==> config.mk <==
export PLATFORM = sky130hd
export DESIGN_NAME = pip_edge_eval
export DESIGN_NICKNAME = d
export VERILOG_FILES = /design/src/rtl/pip_pkg.sv /design/src/rtl/pip_edge_eval.sv
export SDC_FILE = /design/constraint.sdc
export NUM_CORES = 1
export LEC_CHECK = 0
export BUFFER_PORTS_ARGS = -buffer_cell sky130_fd_sc_hd__buf_2
export CORE_AREA = 4 4 156 158
export DETAILED_ROUTE_END_ITERATION = 10
export DIE_AREA = 0 0 160 162
export REMOVE_ABC_BUFFERS = 1
export SYNTH_ARGS = -nofsm -noshare
export SYNTH_HDL_FRONTEND = slang
export SYNTH_SLANG_ARGS = --single-unit
==> constraint.sdc <==
create_clock -name vclk -period 1.7
set_input_delay 0.085 -clock vclk [all_inputs]
set_output_delay 0.085 -clock vclk [all_outputs]
set_load 0.01 [all_outputs]
==> src/rtl/pip_pkg.sv <==
// Shared types and constants for the point-in-polygon test block.
// No dependencies; every other file imports this package.
package pip_pkg;

  // Default coordinate width in bits
  localparam int COORD_WIDTH_DEF = 24;

  // Item command codes
  typedef enum logic [0:0] {
    CMD_BEGIN  = 1'b0,
    CMD_VERTEX = 1'b1
  } cmd_t;

  // Axis dropped by the projection
  typedef enum logic [1:0] {
    AXIS_X = 2'd0,
    AXIS_Y = 2'd1,
    AXIS_Z = 2'd2
  } axis_t;

  // Per-edge compare results known before the multiplies
  typedef struct packed {
    logic va;       // start above query in v
    logic vb;       // end above query in v
    logic ua;       // start right of query in u
    logic ub;       // end right of query in u
    logic hit_end;  // query equals an endpoint
    logic degen;    // start equals end
  } edge_flags_t;

  // Per-edge flags carried with the products
  typedef struct packed {
    edge_flags_t f;
    logic        between;  // query strictly between endpoints on the leading axis
    logic        dv_pos;
    logic        dv_neg;
  } edge_mid_t;

  // Per-item control carried down the pipeline
  typedef struct packed {
    logic is_begin;
    logic last;
    logic close_border;
    logic border_mode;
    logic normal_zero;
  } job_ctl_t;

endpackage

==> src/rtl/pip_edge_eval.sv <==
// Edge decision: crossing parity toggle and on-edge hit from registered products.
// Depends on pip_pkg.
module pip_edge_eval #(
  parameter int COORD_WIDTH = pip_pkg::COORD_WIDTH_DEF
) (
  input  logic signed [2*COORD_WIDTH+1:0] cr_lhs,
  input  logic signed [2*COORD_WIDTH+1:0] cr_rhs,
  input  logic signed [2*COORD_WIDTH+1:0] xp_lhs [0:2],
  input  logic signed [2*COORD_WIDTH+1:0] xp_rhs [0:2],
  input  pip_pkg::edge_mid_t            mid,
  output logic                          toggle,
  output logic                          hit
);
  import pip_pkg::*;

  logic gt;
  logic lt;
  logic collinear;

  assign gt = cr_lhs > cr_rhs;
  assign lt = cr_lhs < cr_rhs;

  // Ray crossing: edge straddles the query in v and passes on the +u side
  always_comb begin
    if (mid.f.va == mid.f.vb) begin
      toggle = 1'b0;
    end else if (mid.f.ua == mid.f.ub) begin
      toggle = mid.f.ua;
    end else begin
      toggle = (mid.dv_pos && gt) || (mid.dv_neg && lt);
    end
  end

  // Border: endpoint match, or collinear and strictly inside the segment
  assign collinear = (xp_lhs[0] == xp_rhs[0]) && (xp_lhs[1] == xp_rhs[1]) &&
                     (xp_lhs[2] == xp_rhs[2]);
  assign hit = mid.f.hit_end || (!mid.f.degen && collinear && mid.between);

endmodule

# == Word-level counts from Yosys, hierarchy flattened ==
# Index checks and enable logic that the tools add are counted.
# word_totals
register_bits,0
inputBits,409
output_inout_bits,2
word_cells,18
# op_classes
magnitude_cmp,2
eq_ne,5
n_mux,2
reduce_logical,9
# op_table
op,n
equality test 50 bit,3
> comparator 50 bit,1
< comparator 50 bit,1
logical AND 1 bit,6
equality test 1 bit,2
logical OR 1 bit,2
2-to-1 mux 1 bit,2
logical NOT 1 bit,1

# == Depth between registers and ports, before layout ==
# depth
depth_word,6
ltp_mapped,11
depth_no_buf,10

# == Least setup slack after synthesis ==
# Ideal clock, no wire load.
# synth_path
kind,input to output
startpoint,input cr_rhs[27]
endpoint,output toggle
t_arrival_ns,1.686
required_ns,1.615
setup_slack_ns,-0.071
path_stages,10
path_buffers,0
cell_sequence,inv_1 > ha_1 > a21o_1 > nand3_2 > a21oi_2 > o311ai_4 > o2111ai_2 > nor2_2 > a21oi_1 > o32ai_2
# synth_between
elab_chain_cells,5
elab_cells_between_ends,7
classes_between,order compare: 2; mux: 2; reduce/logical: 3
# synth_rtl
element,line,source
"start, declared",pip_edge_eval.sv:7,"input logic signed [2*COORD_WIDTH+1:0] cr_rhs,"
> comparator 50 bit / < comparator 50 bit (equally long branches),"pip_edge_eval.sv:20, pip_edge_eval.sv:21",
logical AND 1 bit,pip_edge_eval.sv:30,toggle = (mid.dv_pos && gt) || (mid.dv_neg && lt);
logical OR 1 bit (*),pip_edge_eval.sv:30,
2-to-1 mux 1 bit (*),pip_edge_eval.sv:27,end else if (mid.f.ua == mid.f.ub) begin
2-to-1 mux 1 bit (*),pip_edge_eval.sv:25,if (mid.f.va == mid.f.vb) begin
"end, declared",pip_edge_eval.sv:11,"output logic toggle,"
# Mark *: on every way between the ends. The rest lies on a longest branch, timed or not.

# == Final worst setup path ==
# layout_path
startpoint,input cr_rhs[29]
endpoint,output toggle
# Same word-level chain as after synthesis.

==> reports/qor.yml <==
max-cap-violations: 0
drtIter0Drc: 217
core-area_mm2: 0.0231
synth-seq-area-share_pct: 0
period_share_pct: 120
synth_top_area_share_pct: 19.3
start_util_pct: 14.0
vias: 5025
vdd_drop_max_mv: 0.107
p_per_area_mw_per_mm2: 232
hold_path_class: "input port to primary output"
crit_fanout: 3
die_h_um: 162
crit_type: "input port to primary output"
p_total_w: 0.00149
leakage_nw: 3.39
grt_setup_unrepaired: "yes"
grt_overflow: 0
postRouteAntennaNets: 0
fill_cells: 2580
synthCells: 443
layout-drive-gt1-share_pct: 59.4
max_slew_margin_pct: 66.1
place_ws_ns: -0.552
yosysMostFrequentCell: "inv_1"
grt_start_max_net_pins: 10
grt_pass1_vias: 5186
drc: 0
die_w_um: 160
final-max-slew-violation-count: 0
viasPerCell: 4.28
netlist_area_mm2: 0.00325
synth_area_leaders: "ha_1 19%, xnor2_1 15%, xor2_1 13%"
antenna_found_initial: 21
setup_viol: 2
dp_hpwl_um: 20900
gp_congestion: 0.946
yosysTopAreaCell: "ha_1"
syn_to_final_growth_pct: 98.4
startpoint_type: "input port"
grt_first_pass_wirelength_um: 30500
multi_input_area_mm2: 0.00333
final_nets: 1336
ys_types: 52
dr.pass1.iters: 5
outcome: "finished with violations"
worst-endpoint-arrival_ns: 1.95
cts-hold-fix-buffers: 0
grt_usage_pct: 15.6
synth_area_per_cell_um2: 7.33
wl_per_cell_um: 19.2
routed_wirelength_um: 22600
clock_buffers: 0
port_buffers: 411
pin_count: 411
ys_top_cells_by_count: "101 x inv_1, 55 x xnor2_1, 50 x ha_1, 48 x xor2_1, 28 x nand4_1"
crit_required_ns: 1.62
tightestPinTransition_ns: 0.503
final_hold_viol_count: 0
period_minus_slack_ns: 2.04
violations: "negative setup slack"
num_rows: 56
die_area_mm2: 0.0259
seq_area_um2: 0
ys.warnings.count: 0
end_kind: "primary output"
fmax_ghz: 0.491
seq_cells: 0
worst_slack_ns: -0.336
==> kinds of logic (layout without fill, tap and decap cells) <==
logic type	Yosys count	after routing	share of synthesized area [%]
other cells	0	9	0
xor+xnor	103	103	27.8
simple gates	96	96	18.2
compound gates	92	92	22.7
buf+inv	102	534	12.0
fa+ha+maj	50	50	19.3
==> per-layer routing <==
layer	vias up	track usage [%]	routed length, µm
met2	270	28.0	11200
met4	4	4.30	612
met1	2258	18.5	8900
li1	2463	-	-
met5	-	0	31
met3	30	4.01	1840
==> cell type report <==
cell class                 instances  area share (%)
antenna                            9           0.350
multi-input combinational        341            51.8
inverter                         101            6.04
tap                              290            5.63
timing repair buffer             433            36.2
==> power breakdown <==
group          switching [W]  leakage [nW]    internal (W)
logic               0.000672          3.39        0.000821
clock network              0     0.0000570  0.000000000716
registers                  0             0               0
total               0.000672          3.39        0.000821
==> layout by cell type (no fill, tap or decap), types with 4 or more instances in the layout <==
cell       synthesis  layout
a21o_1             6       6
a21oi_1           17       5
a21oi_2            1      12
a221oi_1          11      11
a22o_1             5       5
buf_2              0     394
buf_4              0      22
buf_6              1      16
diode_2            0       9
ha_1              50      30
ha_4               0      20
inv_1            101      89
inv_2              0       8
inv_4              0       4
nand2_1            9       7
nand3_1           11      10
nand4_1           28      28
nor2_2             2       4
nor4_1            21      18
o22ai_1           17      17
o2bb2ai_1         10      10
xnor2_1           55      49
xnor2_2            0       5
xor2_1            48      48
==> repair_timing <==
action                     4_1_cts  5_1_grt
hold endpoints to repair         0        0
pin swaps                       44       27
resized for setup               63       38
buffers inserted                 2        0
setup endpoints to repair        2        2
==> path summary, 6_finish.rpt <==
| path | end | depth (start not counted) | slack (ns) | startpoint |
|---|---|---|---|---|
| worst max-delay path | toggle | 12 | -0.34 | cr_rhs[29] |
| worst min-delay path | hit | 3 | 0.45 | mid[4] |
==> through the flow <==
step           instance area (µm²)  hold WS, ns  setup TNS, ns  utilization (%)  cells
2_1_floorplan                 3240        0.286        -0.0907                -    442
3_3_place_gp                  5810        0.450         -0.874             25.1   1163
3_5_place_dp                  5810        0.449         -0.853             25.1   1163
4_1_cts                       6210        0.452         -0.563             26.9   1165
5_1_grt                       6430        0.472         -0.652             27.8   1170
6_report                      6440        0.447         -0.387             27.9   1174
==> worst max-delay path, cell delays in order <==
cell,delay (ns)
buf_2,0.09
inv_1,0.08
ha_4,0.21
buf_4,0.13
nand3_2,0.07
a21oi_2,0.07
o311ai_4,0.29
o2111ai_2,0.22
nor2_2,0.21
a21oi_1,0.07
o32ai_2,0.24
buf_2,0.18
Power figures use the tool's default switching activity.
