File: src/rtl/pip_pkg.sv
// Shared types and constants for the point-in-polygon test block.
// No dependencies; every other file imports this package.
package pip_pkg;

  // Default coordinate width in bits
  localparam int COORD_WIDTH_DEF = 24;

  // Item command codes
  typedef enum logic [0:0] {
    CMD_BEGIN  = 1'b0,
    CMD_VERTEX = 1'b1
  } cmd_t;

  // Axis dropped by the projection
  typedef enum logic [1:0] {
    AXIS_X = 2'd0,
    AXIS_Y = 2'd1,
    AXIS_Z = 2'd2
  } axis_t;

  // Per-edge compare results known before the multiplies
  typedef struct packed {
    logic va;       // start above query in v
    logic vb;       // end above query in v
    logic ua;       // start right of query in u
    logic ub;       // end right of query in u
    logic hit_end;  // query equals an endpoint
    logic degen;    // start equals end
  } edge_flags_t;

  // Per-edge flags carried with the products
  typedef struct packed {
    edge_flags_t f;
    logic        between;  // query strictly between endpoints on the leading axis
    logic        dv_pos;
    logic        dv_neg;
  } edge_mid_t;

  // Per-item control carried down the pipeline
  typedef struct packed {
    logic is_begin;
    logic last;
    logic close_border;
    logic border_mode;
    logic normal_zero;
  } job_ctl_t;

endpackage

File: src/rtl/pip_edge_prep.sv
// Edge setup: coordinate differences, projected crossing operands and endpoint compares.
// Depends on pip_pkg.
module pip_edge_prep #(
  parameter int COORD_WIDTH = pip_pkg::COORD_WIDTH_DEF
) (
  input  pip_pkg::axis_t              axis,
  input  logic signed [COORD_WIDTH-1:0] s_pt [0:2],
  input  logic signed [COORD_WIDTH-1:0] e_pt [0:2],
  input  logic signed [COORD_WIDTH-1:0] q_pt [0:2],
  output logic signed [COORD_WIDTH:0]   ev [0:2],
  output logic signed [COORD_WIDTH:0]   tv [0:2],
  output logic signed [COORD_WIDTH:0]   cu,
  output logic signed [COORD_WIDTH:0]   dv,
  output logic signed [COORD_WIDTH:0]   cv,
  output logic signed [COORD_WIDTH:0]   du,
  output pip_pkg::edge_flags_t        flags
);
  import pip_pkg::*;

  localparam int D = COORD_WIDTH + 1;

  logic [1:0] u_idx;
  logic [1:0] v_idx;

  // Projection axes: the two axes left after dropping one
  always_comb begin
    case (axis)
      AXIS_X: begin
        u_idx = 2'd1;
        v_idx = 2'd2;
      end
      AXIS_Y: begin
        u_idx = 2'd0;
        v_idx = 2'd2;
      end
      default: begin
        u_idx = 2'd0;
        v_idx = 2'd1;
      end
    endcase
  end

  // Edge vector and query offset from the start point
  always_comb begin
    for (int k = 0; k < 3; k++) begin
      ev[k] = D'(e_pt[k]) - D'(s_pt[k]);
      tv[k] = D'(q_pt[k]) - D'(s_pt[k]);
    end
  end

  // Crossing operands in the projected plane
  assign cu = D'(e_pt[u_idx]) - D'(q_pt[u_idx]);
  assign dv = D'(s_pt[v_idx]) - D'(e_pt[v_idx]);
  assign cv = D'(e_pt[v_idx]) - D'(q_pt[v_idx]);
  assign du = D'(s_pt[u_idx]) - D'(e_pt[u_idx]);

  // Side and equality compares
  always_comb begin
    flags.va      = s_pt[v_idx] > q_pt[v_idx];
    flags.vb      = e_pt[v_idx] > q_pt[v_idx];
    flags.ua      = s_pt[u_idx] > q_pt[u_idx];
    flags.ub      = e_pt[u_idx] > q_pt[u_idx];
    flags.hit_end = ((s_pt[0] == q_pt[0]) && (s_pt[1] == q_pt[1]) && (s_pt[2] == q_pt[2])) ||
                    ((e_pt[0] == q_pt[0]) && (e_pt[1] == q_pt[1]) && (e_pt[2] == q_pt[2]));
    flags.degen   = (s_pt[0] == e_pt[0]) && (s_pt[1] == e_pt[1]) && (s_pt[2] == e_pt[2]);
  end

endmodule

File: config.mk
export PLATFORM = sky130hd
export DESIGN_NAME = pip_edge_prep
export DESIGN_NICKNAME = d
export VERILOG_FILES = /design/src/rtl/pip_pkg.sv /design/src/rtl/pip_edge_prep.sv
export SDC_FILE = /design/constraint.sdc
export NUM_CORES = 1
export LEC_CHECK = 0
export BUFFER_PORTS_ARGS = -buffer_cell sky130_fd_sc_hd__buf_2
export CAP_MARGIN = 10
export CORE_ASPECT_RATIO = 1.25
export CORE_UTILIZATION = 45
export DETAILED_ROUTE_END_ITERATION = 10
export GPL_ROUTABILITY_DRIVEN = 1
export PLACE_DENSITY = 0.79
export SLEW_MARGIN = 15
export SYNTH_ARGS = -nofsm -noshare
export SYNTH_HDL_FRONTEND = slang
export SYNTH_SLANG_ARGS = --single-unit
File: constraint.sdc
create_clock -name vclk -period 9.5
set_clock_uncertainty 0.05 [all_clocks]
set_input_delay 1.425 -clock vclk [all_inputs]
set_output_delay 1.425 -clock vclk [all_outputs]
set_load 0.05 [all_outputs]
==> After elaboration in Yosys (flattened, before gate mapping) <==
Index checks and enable logic that the tools add are counted.
{ "classes": {"n_addsub": 10, "reduce_logical": 9, "order_cmp": 6, "mux": 20, "n_bitwise": 2, "n_eq_ne": 10} }
{ "ops": {"columns": ["op", "n"], "rows": [
  ["24-bit binary-select mux with 2-bit select", 6],
  ["24-bit 2-to-1 mux", 12],
  ["24-bit by 24-bit subtractor with 25-bit output", 10],
  ["24-bit equality test", 9],
  ["24-bit greater-than comparator", 4],
  ["3-bit >= comparator (second input constant)", 2],
  ["1-bit logical AND", 6],
  ["2-bit NOT with 3-bit output", 2],
  ["2-bit by 1-bit equality test with 1-bit output (second input constant)", 1],
  ["2-bit logical NOT", 1],
  ["2-bit 2-to-1 mux", 1],
  ["2-bit OR reduction", 1],
  ["1-bit logical OR", 1],
  ["1-bit 2-to-1 mux", 1]
]} }
{ "word_totals": {"elab_cells": 57, "out_inout_bits": 256, "register_bits": 0} }

==> Depth between registers and ports, before layout <==
Gate-level depths: netlist (run 1).
{ "logic_depth": {"depth_word": 8, "ltp_mapped": 21, "mapped_depth_nobuf": 15} }

==> Worst setup path after synthesis (run 1) <==
OpenSTA, ideal clock, no wires.
{ "synth_timing": {"path_type": "input port to output port", "startpoint": "in axis[1]", "endpoint": "out dv[20]", "cell_stages": 19, "setup_slack_ps": 1886, "arrival_ps": 6139, "t_required_ps": 8025, "path_cell_list": "buf_6 > buf_6 > buf_4 > buf_4 > buf_2 > buf_1 > buf_2 > mux2i_1 > ha_1 > fa_1 > nor2b_1 > o31ai_1 > a21oi_1 > a21oi_1 > o31ai_2 > o211ai_2 > a21boi_1 > o21ai_0 > a211oi_1"} }
{ "synth_via": {"elab_chain_cells": 8, "elab_cells_between_ends": 12} }
{ "synth_lines": {"columns": ["element", "line_no", "source"], "rows": [
  ["from (decl)", "pip_edge_prep.sv:6", "input pip_pkg::axis_t axis,"],
  ["2-bit by 1-bit equality test with 1-bit output / 2-bit logical NOT (equally long branches)", "pip_edge_prep.sv:27", "case (axis)"],
  ["2-bit OR reduction (no source line) *", null, null],
  ["2-bit 2-to-1 mux *", "pip_edge_prep.sv:27", null],
  ["2-bit NOT with 3-bit output (not written as such) *", "pip_edge_prep.sv:53", "assign dv = D'(s_pt[v_idx]) - D'(e_pt[v_idx]);"],
  ["24-bit binary-select mux with 2-bit select", "pip_edge_prep.sv:53", null],
  ["24-bit 2-to-1 mux (not written as such) (2 in series)", "pip_edge_prep.sv:53", null],
  ["24-bit by 24-bit subtractor with 25-bit output *", "pip_edge_prep.sv:53", null],
  ["to (decl)", "pip_edge_prep.sv:13", "output logic signed [COORD_WIDTH:0] dv,"]
]} }
Mark *: on every way between the ends. The rest lies on a longest branch, timed or not. The select of a mux whose other input is x is not followed.

==> Worst setup path in the final report (run 1) <==
{ "layout_timing": {"startpoint": "in axis[1]", "endpoint": "out cu[22]"} }
{ "layout_via": {"elab_chain_cells": 7, "elab_cells_between_ends": 10} }
{ "layout_lines": {"columns": ["element", "line_no", "source"], "rows": [
  ["2-bit logical NOT *", "pip_edge_prep.sv:27", null],
  ["1-bit 2-to-1 mux *", "pip_edge_prep.sv:27", null],
  ["2-bit NOT with 3-bit output (not written as such) *", "pip_edge_prep.sv:52", "assign cu = D'(e_pt[u_idx]) - D'(q_pt[u_idx]);"],
  ["24-bit binary-select mux with 2-bit select", "pip_edge_prep.sv:52", null],
  ["24-bit 2-to-1 mux (not written as such) (2 in series)", "pip_edge_prep.sv:52", null],
  ["24-bit by 24-bit subtractor with 25-bit output *", "pip_edge_prep.sv:52", null],
  ["to (decl)", "pip_edge_prep.sv:12", "output logic signed [COORD_WIDTH:0] cu,"]
]} }
Marks and branches as above.

==> impl_results.md, run 1 <==
* Unrepaired setup endpoints after global routing: no
* Final-layout setup total negative slack at 0 ns
* Die height at 215 µm
* Pin count of the biggest net entering global routing at 56
* Number of buffer cells added on primary ports at 474
* Vias in the first global route at 19147
* Share of synthesized area occupied by flip-flops and latches at 0
* Crit path kind: in -> out
* Placement Rows at 77
* Die footprint at 37100 µm²
* Post-CTS setup buffer count at 0
* Net switching share of the total power at 0.724
* Number of max-cap violations at 0
* Synth unique cells at 100
* Area fraction of the dominant cell type after synthesis at 0.205
* DR WL/cell at 24.0 µm
* Portion of total power attributed to sequential cells at 0
* Number of gates resized after CTS at 0
* DRC marker count from the first detailed-route iteration at 1632
* Non-filler instance count after layout at 3251
* Worst hold slack at 3.33 ns
* Sequential cell area at 0 µm²
* Min-delay worst type: in -> out
* Drt pass-1 iters at 6
* Cell types with the largest area share after synthesis: sky130_fd_sc_hd__ha_1 21%, sky130_fd_sc_hd__xnor2_1 8.7%, sky130_fd_sc_hd__inv_1 5.0%, sky130_fd_sc_hd__xor2_1 4.8%, sky130_fd_sc_hd__o21ai_0 4.6%
* Post-route core utilization at 0.539
* Ranking of synthesized cells by instance count: 268 x sky130_fd_sc_hd__ha_1, 216 x sky130_fd_sc_hd__inv_1, 192 x sky130_fd_sc_hd__nor2_1
* PnR Total Power at 2.69 mW
* Internal Dissipation at 0.743 mW
* Worst rel slew slack at 0.269
* First-pass GRT wire length at 112000 µm
* Average via count per standard cell at 6.20
* Total setup violations reported at the end of the flow at 0
* Total half-perimeter wirelength after legalization and detailed placement at 68900 µm
* Count of clock buffers in the final design at 0
* IR drop worst, VDD at 121 µV
* Number of cells in the design after placement at 3244
* Final nets at 3267
* Total global-route track usage at 0.403
* Crit end category: output pin
* Slew Limit Fails at 0
* Worst Hold Endpoint: tv[0]
* Upper clock frequency limit at 134 MHz
* Ratio of cells with drive above 1 in the final layout at 0.205
* Hold-fix buffer count after cts at 0
* Leakage at 9.68 nW
* Startpoint Class: input pin
* Final Wtd Congestion at 1.07
* Net count after synthesis at 2836
* Min Clock Period, post-route at 7.47 ns
* Number of antenna violations at the first check in global routing at 6
* Starting density of the core at 0.460
* Synthesized netlist cell count at 2341
* Core box area at 35600 µm²
* Seq cells at 0
* Final Hold Fails at 0
* Hold path cells at 4
* Mean instance size in the synthesized netlist at 6.98 µm²
* Net switching power of the design at 1.95 mW
* Hold wc startpoint: s_pt[0]
* Result of the run: completed
* Post-route DRC violation count at 0
* Mapped cell area at 16300 µm²
* Yosys synthesis warning count at 0
* Cell taking the most area after synthesis: sky130_fd_sc_hd__ha_1
* Leftover overflow at the end of global routing at 0
* Most common cell in the netlist: sky130_fd_sc_hd__ha_1
* Number of top-level pins at 474
* Die span in x at 172 µm
* Count of nets left with antenna violations after detail routing at 0
* Transition time at the pin with the least slew margin at 1.09 ns
* Pwr Density at 141 nW/µm²
* Required @ worst endpoint at 8.03 ns
* Peak fanout along the critical path at 55
* Ratio of final minimum period to clock period at 0.786
* Relative contribution of the clock network to total power at 0
* Area growth syn-to-layout at 17.1%
* Wirelength, routed at 78100 µm
* Arrival time of the worst setup path at 5.99 ns
* Proportion of power drawn by combinational gates at 1.000
* Total number of vias at 20169
## metal layers
| layer | global-route usage | vias up | share of wire |
|---|---|---|---|
| li1 | - | 9377 | - |
| met1 | 0.481 | 9424 | 0.38 |
| met2 | 0.676 | 1129 | 0.46 |
| met3 | 0.0436 | 239 | 0.082 |
| met4 | 0.261 | 0 | 0.075 |
| met5 | 0 | - | 0 |
## worst max-delay path by stage
| stage | depth (start not counted) | startpoint | endpoint |
|---|---|---|---|
| 6_report | 16 | axis[1] | cu[22] |
| 5_1_grt | 16 | axis[1] | du[23] |
| 4_1_cts | 16 | axis[1] | cu[22] |
| 3_5_place_dp | 16 | axis[1] | cu[22] |
| 3_3_place_gp | 16 | axis[1] | du[23] |
| 2_1_floorplan | 19 | axis[1] | dv[20] |
## critical path, cell delays in order
cell and delay (ns):
sky130_fd_sc_hd__buf_4 0.34, sky130_fd_sc_hd__nor2_4 0.72, sky130_fd_sc_hd__buf_4 0.37, sky130_fd_sc_hd__buf_4 0.49, sky130_fd_sc_hd__mux2_2 0.42, sky130_fd_sc_hd__ha_1 0.36, sky130_fd_sc_hd__a21o_1 0.18, sky130_fd_sc_hd__nand2_1 0.09
sky130_fd_sc_hd__nand2b_1 0.07, sky130_fd_sc_hd__a21oi_1 0.15, sky130_fd_sc_hd__o21ai_0 0.11, sky130_fd_sc_hd__a21o_1 0.18, sky130_fd_sc_hd__a221o_1 0.34, sky130_fd_sc_hd__and2_1 0.19, sky130_fd_sc_hd__o211ai_1 0.20, sky130_fd_sc_hd__buf_2 0.30
## layout by cell type (no fill, tap or decap), types with 17 or more instances in the layout
cell type	count
sky130_fd_sc_hd__mux2_2	40
sky130_fd_sc_hd__nor3_1	66
sky130_fd_sc_hd__xor2_1	90
sky130_fd_sc_hd__a21oi_1	149
sky130_fd_sc_hd__nor2b_1	43
sky130_fd_sc_hd__nor2_1	192
sky130_fd_sc_hd__ha_1	268
sky130_fd_sc_hd__o21ai_0	151
sky130_fd_sc_hd__nand4_1	50
sky130_fd_sc_hd__inv_1	216
sky130_fd_sc_hd__xnor2_1	163
sky130_fd_sc_hd__mux2i_1	61
sky130_fd_sc_hd__o21a_1	44
sky130_fd_sc_hd__nand2_1	170
sky130_fd_sc_hd__a211oi_1	17
sky130_fd_sc_hd__and3_1	19
sky130_fd_sc_hd__a31oi_1	25
sky130_fd_sc_hd__a21o_1	90
sky130_fd_sc_hd__buf_2	473
sky130_fd_sc_hd__maj3_1	21
sky130_fd_sc_hd__nor4_1	19
sky130_fd_sc_hd__nand3_1	49
sky130_fd_sc_hd__o31ai_1	17
sky130_fd_sc_hd__nand2b_1	50
sky130_fd_sc_hd__o211ai_1	25
sky130_fd_sc_hd__a21boi_0	19
## through the flow
step / setup WS [ns] / instance area, µm²
after detailed placement: 2.12 / 19100
after CTS: 2.10 / 19100
after global routing: 1.71 / 19100
final: 2.03 / 19100
after global placement: 2.21 / 19100
after floorplan: 1.89 / 16300
## power groups by stage
stage | logic, mW | clock network, mW | registers [mW]
2_1_floorplan | 1.95 | 0 | 0
3_3_place_gp | 2.63 | 0 | 0
3_5_place_dp | 2.64 | 0 | 0
4_1_cts | 2.65 | 0 | 0
5_1_grt | 2.82 | 0.0000000847 | 0
6_report | 2.69 | 0.0000000989 | 0
## cell families after synthesis
kind of cell,after synthesis,share of synthesized area
adders and majority gates,303,0.232
buffers and inverters,271,0.0654
AOI/OAI and AO/OA,680,0.278
muxes,105,0.0695
and+or+nand+nor,729,0.220
xor gates and xnor gates,253,0.136
## area by class of cell
cell class / instances / area, µm²
antenna: 7 / 17.5
fill: 3628 / 16400
inverter: 221 / 837
multi-input combinational: 2070 / 15300
tap: 474 / 593
timing repair buffer: 479 / 2410
Note: power is estimated with default switching activity, not from simulation.
==> run 2, diff against run 1 <==
clock period = 7 ns   (was 9.5 ns; I/O delays follow)
==> run 2 against run 1 <==
Clock-buffer cell count unchanged. Utilization up 0.16 points. Highest routed layer is now met5. Die area stayed put. Global-route usage is 0.80 points higher. Flip-flop and latch count is the same. Largest cell class unchanged. Via count down 0.16%. First-iteration DRC count up 8.1%.
==> impl_results.md, run 2 (same netlist as run 1, synthesis figures left out) <==
* Result of the run: completed
* Ratio of cells with drive above 1 in the final layout at 0.207
* Startpoint Class: input pin
* Average via count per standard cell at 6.19
* Starting density of the core at 0.460
* Seq cells at 0
* Number of top-level pins at 474
* Layout fillers at 3661
* Setup slack of the critical path after layout at 0.689 ns
* Placement Rows at 77
* Final nets at 3272
* Pin count of the biggest net entering global routing at 78
* Cells along the critical path: buf_4 > nor2_4 > buf_4 > mux2_2 > inv_1 > ha_1 > nand4_1 > inv_1 > a311oi_1 > a211oi_1 > o211ai_1 > o211ai_1 > a21oi_1 > o21bai_1 > xor2_1 > buf_2
* Total setup violations reported at the end of the flow at 0
* Number of antenna violations at the first check in global routing at 6
* Most heavily used metal layer in global routing: met2
* Required @ worst endpoint at 5.90 ns
* Transition time at the pin with the least slew margin at 1.11 ns
* Ratio of final minimum period to clock period at 0.902
* Drt pass-1 iters at 5
* Final Wtd Congestion at 1.06
* Unrepaired setup endpoints after global routing: no
* Vias in the first global route at 19155
* Min Clock Period, post-route at 6.31 ns
* Total number of vias at 20136
* Worst rel slew slack at 0.254
* Final Hold Fails at 0
* Post-route core utilization at 0.540
* Area growth syn-to-layout at 17.5%
* Count of clock buffers in the final design at 0
* Post-CTS setup buffer count at 0
* Total global-route track usage at 0.411
* Hold wc startpoint: s_pt[48]
* Multi-input logic area at 15300 µm²
* Kind of cell adding the most delay to the critical path: compound AO/OA/AOI/OAI gates
* Number of gates resized after CTS at 0
* Slowest CP cell: sky130_fd_sc_hd__a311oi_1
* Min-delay worst type: in -> out
* Post-route DRC violation count at 0
* Crit path kind: in -> out
* Leftover overflow at the end of global routing at 0
* Global Route met3 Usage at 0.0503
* Upper clock frequency limit at 158 MHz
* Worst Hold Endpoint: ev[50]
* Final-layout setup total negative slack at 0 ns
* Sequential cell area at 0 µm²
* Hold-fix buffer count after cts at 0
* Met1 routing resource usage after global routing at 0.500
* Arrival time of the worst setup path at 5.21 ns
* Number of max-cap violations at 0
* Peak fanout along the critical path at 22
* Die footprint at 37100 µm²
* Number of buffer cells added on primary ports at 474
* Worst hold slack at 2.57 ns
* Total half-perimeter wirelength after legalization and detailed placement at 69900 µm
* First-pass GRT wire length at 114000 µm
* Buffering stage count on the worst path with inverters included at 5
* Crit end category: output pin
* DRC marker count from the first detailed-route iteration at 1764
* Hold path cells at 4
* Placement-stage worst setup slack at 0.830 ns
* Die height at 215 µm
* Count of nets left with antenna violations after detail routing at 0
* Most used cells in the layout excluding fill and tap cells: 473 x sky130_fd_sc_hd__buf_2, 268 x sky130_fd_sc_hd__ha_1, 216 x sky130_fd_sc_hd__inv_1
* Die span in x at 172 µm
* Leading cell type in the layout, fill and taps excluded: sky130_fd_sc_hd__buf_2
* Critical Path Max Stage Delay at 0.65 ns
* Met2 track utilization from global routing at 0.680
* Core box area at 35600 µm²
* DR WL/cell at 24.4 µm
* Slew Limit Fails at 0
* Wirelength, routed at 79400 µm
==> run 2: worst max path at each step <==
stage             from      to  slack, ns  cells after the start
2_1_floorplan  axis[1]  dv[20]       0.14                     19
3_3_place_gp   axis[1]  du[23]       0.87                     16
3_5_place_dp   axis[1]  du[23]       0.83                     16
4_1_cts        axis[1]  du[23]       0.80                     16
5_1_grt        axis[1]  du[23]       0.48                     16
6_report       axis[1]  du[23]       0.69                     16
==> run 2: metal layers <==
layer / wire, µm / vias to the layer above
li1: - / 9389
met1: 31200 / 9483
met2: 36000 / 1049
met3: 6440 / 211
met4: 5660 / 4
met5: 26 / -
==> run 2: per-stage QoR <==
stage          area [µm²]  cells
6_report            19200   3254
5_1_grt             19200   3251
4_1_cts             19200   3249
3_5_place_dp        19200   3249
3_3_place_gp        19200   3249
2_1_floorplan       16300   2341
==> run 2: cell type report <==
cell class | count | area share
multi-input cells | 2070 | 0.796
repair buffers | 484 | 0.129
inverters | 221 | 0.0436
well taps | 474 | 0.0309
diodes | 5 | 0.000652
